==> config.mk <==
export PLATFORM = sky130hd
export DESIGN_NAME = cpcd_queue
export DESIGN_NICKNAME = d
export VERILOG_FILES = /design/src/rtl/circle_pair_collision_detect_macros.svh /design/src/rtl/cpcd_pkg.sv /design/src/rtl/cpcd_queue.sv
export SDC_FILE = /design/constraint.sdc
export NUM_CORES = 1
export LEC_CHECK = 0
export ABC_AREA = 1
export BUFFER_PORTS_ARGS = -buffer_cell sky130_fd_sc_hd__buf_2
export CORE_MARGIN = 2
export CORE_UTILIZATION = 53
export DETAILED_ROUTE_END_ITERATION = 12
export PLACE_DENSITY_LB_ADDON = 0.15
export SLEW_MARGIN = 20
export SYNTH_ARGS = -nofsm -noshare
export SYNTH_HDL_FRONTEND = slang
export SYNTH_SLANG_ARGS = --single-unit
==> constraint.sdc <==
create_clock -name i_clk -period 13.5 [get_ports i_clk]
set_input_delay 0.675 -clock i_clk [delete_from_list [all_inputs] [get_ports i_clk]]
set_output_delay 0.675 -clock i_clk [all_outputs]
set_load 0.1 [all_outputs]
==> src/rtl/circle_pair_collision_detect_macros.svh <==
// Assertion macros shared by the circle pair collision detector.
`ifndef CIRCLE_PAIR_COLLISION_DETECT_MACROS_SVH
`define CIRCLE_PAIR_COLLISION_DETECT_MACROS_SVH

// Condition must hold at every clock edge outside reset.
`define CPCD_ASSERT_ALWAYS(lbl, cond) \
    lbl: assert property (@(posedge i_clk) disable iff (!i_rst_n) (cond)) \
        else $error("assertion failed: %s", "lbl");

// Consequent must hold in the same cycle as the antecedent.
`define CPCD_ASSERT_IMPL(lbl, ante, cons) \
    lbl: assert property (@(posedge i_clk) disable iff (!i_rst_n) (ante) |-> (cons)) \
        else $error("assertion failed: %s", "lbl");

`endif

==> src/rtl/cpcd_pkg.sv <==
// Package with constants and types of the circle pair collision detector.
package cpcd_pkg;

    localparam int STORE_DEPTH = 64;
    localparam int IDX_W       = $clog2(STORE_DEPTH);
    localparam int CNT_W       = $clog2(STORE_DEPTH + 1);
    localparam int HIT_W       = $clog2(STORE_DEPTH);
    localparam int Q_DEPTH     = 2;
    localparam int Q_AW        = $clog2(Q_DEPTH);
    localparam int Q_CW        = $clog2(Q_DEPTH + 1);

    // One classified item as it travels from the front to the back.
    typedef struct packed {
        logic        start_frame;
        logic        killed;
        logic [15:0] entity_id;
        logic [31:0] pos_x;
        logic [31:0] pos_y;
        logic [31:0] pos_z;
        logic [63:0] half_x;
        logic [63:0] half_z;
    } t_cmd;

    // One stored circle.
    typedef struct packed {
        logic [15:0] entity_id;
        logic [31:0] pos_x;
        logic [31:0] pos_y;
        logic [31:0] pos_z;
        logic [63:0] half_x;
        logic [63:0] half_z;
    } t_entry;

    typedef struct packed {
        logic valid;
        t_cmd cmd;
    } t_push;

    typedef struct packed {
        logic full;
        logic empty;
    } t_q_status;

    typedef struct packed {
        logic             idle;
        logic [CNT_W-1:0] count;
    } t_back_status;

    typedef enum logic [1:0] {
        BK_IDLE,
        BK_SWEEP,
        BK_DRAIN,
        BK_FLUSH
    } t_back_state;

endpackage

==> src/rtl/cpcd_queue.sv <==
// Short command queue between the front and the back.
module cpcd_queue (
    input  logic                i_clk,
    input  logic                i_rst_n,
    input  cpcd_pkg::t_push     i_push,
    input  logic                i_pop,
    output cpcd_pkg::t_cmd      o_cmd,
    output cpcd_pkg::t_q_status o_status
);

    cpcd_pkg::t_cmd               r_mem [cpcd_pkg::Q_DEPTH];
    logic [cpcd_pkg::Q_AW-1:0]    r_wp, r_rp;
    logic [cpcd_pkg::Q_CW-1:0]    r_cnt;

    assign o_cmd          = r_mem[r_rp];
    assign o_status.full  = (r_cnt == cpcd_pkg::Q_CW'(cpcd_pkg::Q_DEPTH));
    assign o_status.empty = (r_cnt == '0);

    // Pointers and fill count.
    always_ff @(posedge i_clk) begin
        if (!i_rst_n) begin
            r_wp  <= '0;
            r_rp  <= '0;
            r_cnt <= '0;
        end else begin
            if (i_push.valid) begin
                r_wp <= (r_wp == cpcd_pkg::Q_AW'(cpcd_pkg::Q_DEPTH - 1)) ? '0 : r_wp + 1'b1;
            end
            if (i_pop) begin
                r_rp <= (r_rp == cpcd_pkg::Q_AW'(cpcd_pkg::Q_DEPTH - 1)) ? '0 : r_rp + 1'b1;
            end
            r_cnt <= r_cnt + cpcd_pkg::Q_CW'(i_push.valid) - cpcd_pkg::Q_CW'(i_pop);
        end
    end

    // Entry storage.
    always_ff @(posedge i_clk) begin
        if (i_push.valid) begin
            r_mem[r_wp] <= i_push.cmd;
        end
    end

endmodule

==> results.md, run 1 <==
* Largest stage delay, worst path at 950 ps
* Average detailed-routed wire length per instance at 21.7 µm
* Overall fraction of global-route tracks in use at 21.0%
* Setup repair after global routing missed its margin: no
* DRC violation total after the first TritonRoute iteration at 539
* Data arrival time of the critical path at 3250 ps
* Nets in the synthesized netlist at 1034
* YS warnings at 0
* Number of buffers added on ports at 489
* Combined area of all synthesized cells at 18400 µm²
* Terminus of the critical flop-to-flop path: r_mem[1][210]
* Clk sinks at 489
* Post-cts repair resize count at 0
* Req. time, crit path at 12820 ps
* Number of antenna violations at the first check in global routing at 20
* Routed vias at 9182
* Post-route worst setup slack at 9580 ps
* Actual slew at the worst max-slew pin at 1090 ps
* DRC violation count after routing at 0
* Crit path launch type: register
* Leakage power summed over all cells at 8.93 nW
* Largest fanout on the critical path at 60
* Max-slew violation count at 0
* Number of storage elements in the synthesis netlist at 489
* Maximum number of pins on one net before global-route repair at 130
* Number of hold-slack violations in the final timing report at 0
* Detailed-router iteration count before antenna repair at 4
* Family with the most delay on the worst path: buffers and inverters
* Flop pwr share at 47.6%
* Cts-stage hold buffer count at 0
* Master of the slowest instance on the critical path: sky130_fd_sc_hd__buf_4
* First-pass GRT wire length at 56000 µm
* Area enclosed by the die boundary at 36300 µm²
* Most frequent cells in the layout: 489 x sky130_fd_sc_hd__buf_2, 484 x sky130_fd_sc_hd__edfxtp_1, 180 x sky130_fd_sc_hd__mux2_4
* Net switching power at 1.17 mW
* CP Cell Sequence: buf_4, mux2_4, buf_2
* Maximum buffer depth of the clock tree at 3
* Cells after Synth at 786
* Total of endpoints with negative setup slack in the final report at 0
* Routed vias/inst at 5.07
* Die H at 190 µm
* Max frequency at 255 MHz
* HPWL after DPL at 27300 µm
* Maximum clock skew at final layout at 10.7 ps
* Worst slack on hold paths at 312 ps
* Worst-path clk slew at 60 ps
* H-tree levels at 2
* Most common cell after layout, fill and taps aside: sky130_fd_sc_hd__buf_2
* Skew-Pair Late Insertion Delay at 540 ps
* Total I/O pin count at 490
* Minimum setup slack among reg-to-reg paths at 10980 ps
* Hold Path Depth at 1
* Worst slew margin at 27.1%
* Effective utilization at floorplan at 53.6%
* Overflow left after global routing at 0
* Number of rows created at floorplan at 68
* Number of nets with antenna violations after routing at 0
* Placeable Area at 34400 µm²
* Overall Power at 3.76 mW
* Relative contribution of the clock network to total power at 31.4%
* Layout cell share with drive strength beyond 1 at 60.0%
* Placement-stage worst setup slack at 10150 ps
* Category of the most critical setup path: register to output port
* Cell at the root of the clock tree: sky130_fd_sc_hd__clkbuf_16
* Number of logic stages on the critical path including buffering at 3
* Share of the yosys chip area belonging to registers at 79.4%
* Post-CTS setup buffer count at 0
* Total length of routed wires at 39300 µm
* VDD IR-drop max at 0.140 mV
* R2R Path Start: r_wp
* Post-layout minimum cycle time at 3920 ps
* Mean cell area of the mapped netlist at 23.4 µm²
* Power per Cell Area at 166 nW/µm²
* Unique masters post-synth at 12
* Number of nets in the layout at 1554
* Placer Congestion at 0.823
* Logic depth of the worst register-to-register path at 3
* Portion of total power attributed to combinational logic at 20.9%
* Setup TNS after final layout at 0 ps
* Width of the chip at 190 µm
* Run status: finished, final reports clean
* Number of buffers and inverters on the critical path at 2
* Total CTS buffers at 48
* Number of max-capacitance violations reported at 0
* Relative area change from synthesis to final layout at 23.2%
* Internal Pwr Total at 2.59 mW
* Kind of path behind the tightest hold check: input port to register
* Post-route clock period utilization at 29.1%
* Clock tree from TritonCTS: yes
* Endpoint class of the critical path: output port
* Crit path to: o_cmd[74]
* Number of global-route vias before repair at 9507
* Net Sw Frac at 31.1%
## power groups by stage
stage          logic (mW)  registers, mW  clock network, mW
2_1_floorplan       0.673           1.83                  0
3_3_place_gp        0.786           1.82                  0
3_5_place_dp        0.790           1.82                  0
4_1_cts             0.791           1.79               1.21
5_1_grt             0.812           1.80               1.27
6_report            0.788           1.79               1.18
## state kept, by name, indices dropped and copies added, names as in the netlist, named ones only
name / flops
r_cnt: 2
r_mem: 484
r_rp: 1
r_wp: 1
## metrics by stage
step | instance area (µm²) | instances | util (%)
after CTS | 22700 | 1797 | 65.9
after global placement | 21300 | 1711 | 61.9
after floorplan | 18400 | 786 | -
final | 22700 | 1810 | 66.0
after global routing | 22700 | 1806 | 66.0
after detailed placement | 21300 | 1711 | 61.9
## cells in the mapped netlist
cell	n	area share, %
sky130_fd_sc_hd__a21oi_1	1	0.027
sky130_fd_sc_hd__buf_2	6	0.16
sky130_fd_sc_hd__buf_6	21	1.3
sky130_fd_sc_hd__dfxtp_1	5	0.54
sky130_fd_sc_hd__edfxtp_1	484	79
sky130_fd_sc_hd__ha_1	2	0.14
sky130_fd_sc_hd__inv_1	7	0.14
sky130_fd_sc_hd__mux2_2	62	3.8
sky130_fd_sc_hd__mux2_4	180	15
sky130_fd_sc_hd__nand2_1	8	0.16
sky130_fd_sc_hd__nand3_1	1	0.027
sky130_fd_sc_hd__nor2_1	9	0.18
## cells by family after synthesis
group                    count (synthesis)  synth area share, %
AND/OR/NAND/NOR                         18                0.373
flip-flops                             489                 79.4
multiplexers                           242                 18.5
AO/OA/AOI/OAI                            1               0.0271
buffers and inverters                   34                 1.59
adder cells (fa/ha/maj)                  2                0.136
## area by class of cell
type / instances / area (µm²)
Antenna cell: 13 / 32.5
Clock buffer: 60 / 1270
Clock inverter: 26 / 121
Fill cell: 2413 / 11700
Inverter: 7 / 33.8
Multi-Input combinational cell: 263 / 3510
Sequential cell: 489 / 14600
Tap cell: 455 / 569
Timing Repair Buffer: 497 / 2520
## how the worst min path moves through the flow
stage                                to   startpoint
after floorplan                register         r_rp
after global placement             r_rp         r_rp
after detailed placement       register         r_rp
after CTS                 r_mem[0][241]  i_push[241]
after global routing      r_mem[0][241]  i_push[241]
final                     r_mem[0][241]  i_push[241]
## worst register-to-register path, stage by stage, from the launching register on
cell,delay [ps]
sky130_fd_sc_hd__dfxtp_1,380
sky130_fd_sc_hd__nand2_1,170
sky130_fd_sc_hd__inv_8,610
sky130_fd_sc_hd__buf_4,950
## routing by layer
metal,global-route usage (%),wire length (µm),vias up
met1,21.7,13200,4480
li1,-,-,4192
met5,0,92,-
met2,36.1,20000,395
met3,9.15,4110,101
met4,11.3,1780,14
No activity file was read; power rests on OpenSTA's default activity.
==> run 2: changes to the inputs <==
--- a/config.mk
+++ b/config.mk
@@ -8,7 +8,7 @@
 export ABC_AREA = 1
 export BUFFER_PORTS_ARGS = -buffer_cell sky130_fd_sc_hd__buf_2
 export CORE_MARGIN = 2
-export CORE_UTILIZATION = 53
+export CORE_UTILIZATION = 47
 export DETAILED_ROUTE_END_ITERATION = 12
 export PLACE_DENSITY_LB_ADDON = 0.15
 export SLEW_MARGIN = 20
==> constraint.sdc (replaced) <==
create_clock -name i_clk -period 3.2 [get_ports i_clk]
set_input_delay 0.16 -clock i_clk [delete_from_list [all_inputs] [get_ports i_clk]]
set_output_delay 0.16 -clock i_clk [all_outputs]
set_load 0.1 [all_outputs]
==> results.md, run 2 (synthesis gave the netlist of run 1 again) <==
* Run status: finished, final reports clean
* Internal Pwr Total at 11.8 mW
* Number of hold-slack violations in the final timing report at 0
* First-pass GRT wire length at 61000 µm
* Number of buffers added on ports at 489
* Total CTS buffers at 50
* HPWL after DPL at 27000 µm
* Flip-flop count of the largest register after layout at 484
* Endpoint class of the critical path: output port
* Post-cts repair resize count at 0
* DRC violation total after the first TritonRoute iteration at 586
* Relative area change from synthesis to final layout at 39.1%
* Worst slew margin at 46.1%
* Top Registers: r_mem: 484 flops, r_cnt: 2 flops
* Post-CTS setup buffer count at 0
* Number of global-route vias before repair at 10772
* Net Sw Frac at 30.2%
* Largest stage delay, worst path at 730 ps
* H-tree levels at 2
* Number of fillers in the final layout at 2630
* Detailed-router iteration count before antenna repair at 5
* Max-slew violation count at 0
* Portion of total power attributed to combinational logic at 21.5%
* Biggest register: r_mem
* Cell area after placement at 21500 µm²
* Layout cell share with drive strength beyond 1 at 51.4%
* Routed vias/inst at 4.78
* Data arrival time of the critical path at 2470 ps
* Placeable Area at 38600 µm²
* Number of nets with antenna violations after routing at 0
* Area enclosed by the die boundary at 40800 µm²
* Leakage power summed over all cells at 10.1 nW
* Effective utilization at floorplan at 47.7%
* Largest fanout on the critical path at 58
* Number of nets in the layout at 1814
* Die H at 202 µm
* Met3 Wirelength at 2960 µm
* Met1 Routed Length at 16300 µm
* Seq. cell area at 14600 µm²
* Category of the most critical setup path: register to output port
* Actual slew at the worst max-slew pin at 809 ps
* Placer Congestion at 0.773
* Maximum buffer depth of the clock tree at 3
* Overall fraction of global-route tracks in use at 19.7%
* Max frequency at 380 MHz
* Placement-stage worst setup slack at 1110 ps
* Post-route clock period utilization at 82.2%
* Total I/O pin count at 490
* DRC violation count after routing at 0
* Kind of path behind the tightest hold check: input port to register
* Number of rows created at floorplan at 72
* Req. time, crit path at 3040 ps
* Dpl cells at 1786
* Setup repair after global routing missed its margin: no
* Share of the core filled with cells at 66.3%
* Worst-path clk slew at 60 ps
* Family with the most delay on the worst path: buffers and inverters
* Number of buffers and inverters on the critical path at 2
* Flop pwr share at 44.4%
* Top routing layer in use: met4
* Total length of routed wires at 41700 µm
* Clk sinks at 489
* Most frequent cells in the layout: 489 x sky130_fd_sc_hd__buf_2, 484 x sky130_fd_sc_hd__edfxtp_1, 246 x sky130_fd_sc_hd__dlygate4sd3_1
* Cell at the root of the clock tree: sky130_fd_sc_hd__clkbuf_16
* Number of antenna violations at the first check in global routing at 5
* CP Cell Sequence: buf_12, mux2_2, buf_2
* Routed vias at 10169
* Crit path launch type: register
* Most common cell after layout, fill and taps aside: sky130_fd_sc_hd__buf_2
* Average detailed-routed wire length per instance at 19.6 µm
* Post-layout minimum cycle time at 2630 ps
* Master of the slowest instance on the critical path: sky130_fd_sc_hd__dfxtp_4
* Post-route worst setup slack at 568 ps
* Clock tree from TritonCTS: yes
* Footprint of the multi-input gates at 3510 µm²
* Worst slack on hold paths at 316 ps
* Number of max-capacitance violations reported at 0
* Maximum number of pins on one net before global-route repair at 121
* Net switching power at 5.12 mW
* VDD IR-drop max at 0.593 mV
* Relative contribution of the clock network to total power at 34.1%
* Final standard cell count with taps included and fillers excluded at 2126
* Detailed route wirelength on metal2 at 21200 µm
* Width of the chip at 202 µm
* Final instance area at 25600 µm²
* Skew-Pair Late Insertion Delay at 560 ps
* Total of endpoints with negative setup slack in the final report at 0
* Overflow left after global routing at 0
* Maximum clock skew at final layout at 6.43 ps
* Power per Cell Area at 662 nW/µm²
-- run 2: cell count changes in the layout (fill, tap and decap cells not counted), moves of 2 or more --
cell                            before  now
sky130_fd_sc_hd__dlygate4sd3_1       0  246
sky130_fd_sc_hd__bufinv_16           0    5
sky130_fd_sc_hd__buf_4               6   13
sky130_fd_sc_hd__buf_12              1    7
sky130_fd_sc_hd__diode_2            13    5
sky130_fd_sc_hd__clkbuf_16          49   53
sky130_fd_sc_hd__clkinv_2           12    3
sky130_fd_sc_hd__clkbuf_8            0    4
sky130_fd_sc_hd__clkinvlp_4          1    3
-- run 2: layout make-up --
type / count / share of cell area (%)
diodes: 5 / 0.0488
clock buffers: 67 / 5.53
clock inverters: 22 / 0.898
inverters: 7 / 0.117
multi-input cells: 263 / 13.7
flip-flops and latches: 489 / 57.1
well taps: 518 / 2.53
repair buffers: 755 / 20.1
-- run 2: worst register-to-register path, delay by kind of cell, from the launching register on --
kind,cells,cell delay [ps]
flip-flops,1,340
buffers and inverters,2,1050
AND/OR/NAND/NOR,1,90
-- run 2: path summary, 6_finish.rpt --
kind / from / endpoint / slack [ps] / depth (start not counted)
worst max-delay path: register / o_cmd[230] / 570 / 3
worst min register to register: r_rp / register / 510 / 2
worst min-delay path: i_push[81] / r_mem[0][81] / 320 / 2
worst max register to register: r_wp / r_mem[1][73] / 1370 / 3
-- run 2: metal layers --
metal / global-route usage, % / vias to the layer above
met2: 34.2 / 382
met1: 23.5 / 5015
li1: - / 4699
met3: 5.42 / 73
met5: 0 / -
met4: 7.46 / 0
-- run 2: timing repair --
action,4_1_cts,5_1_grt
hold endpoints to repair,489,0
endpoints found under the setup margin,0,0
hold buffers,246,0
-- run 2: power groups by stage --
stage	Combinational [mW]	Clock (mW)	Sequential, mW
floorplan	2.84	0	7.66
global placement	3.38	0	7.64
detailed placement	3.39	0	7.66
CTS	3.65	5.93	7.53
global route	3.75	6.18	7.55
finish	3.64	5.79	7.53
-- run 2: stage by stage --
step	TNS (ps)	power (mW)
2_1_floorplan	-560950	10.5
3_3_place_gp	0	11.0
3_5_place_dp	0	11.1
4_1_cts	0	17.1
5_1_grt	0	17.5
6_report	0	17.0
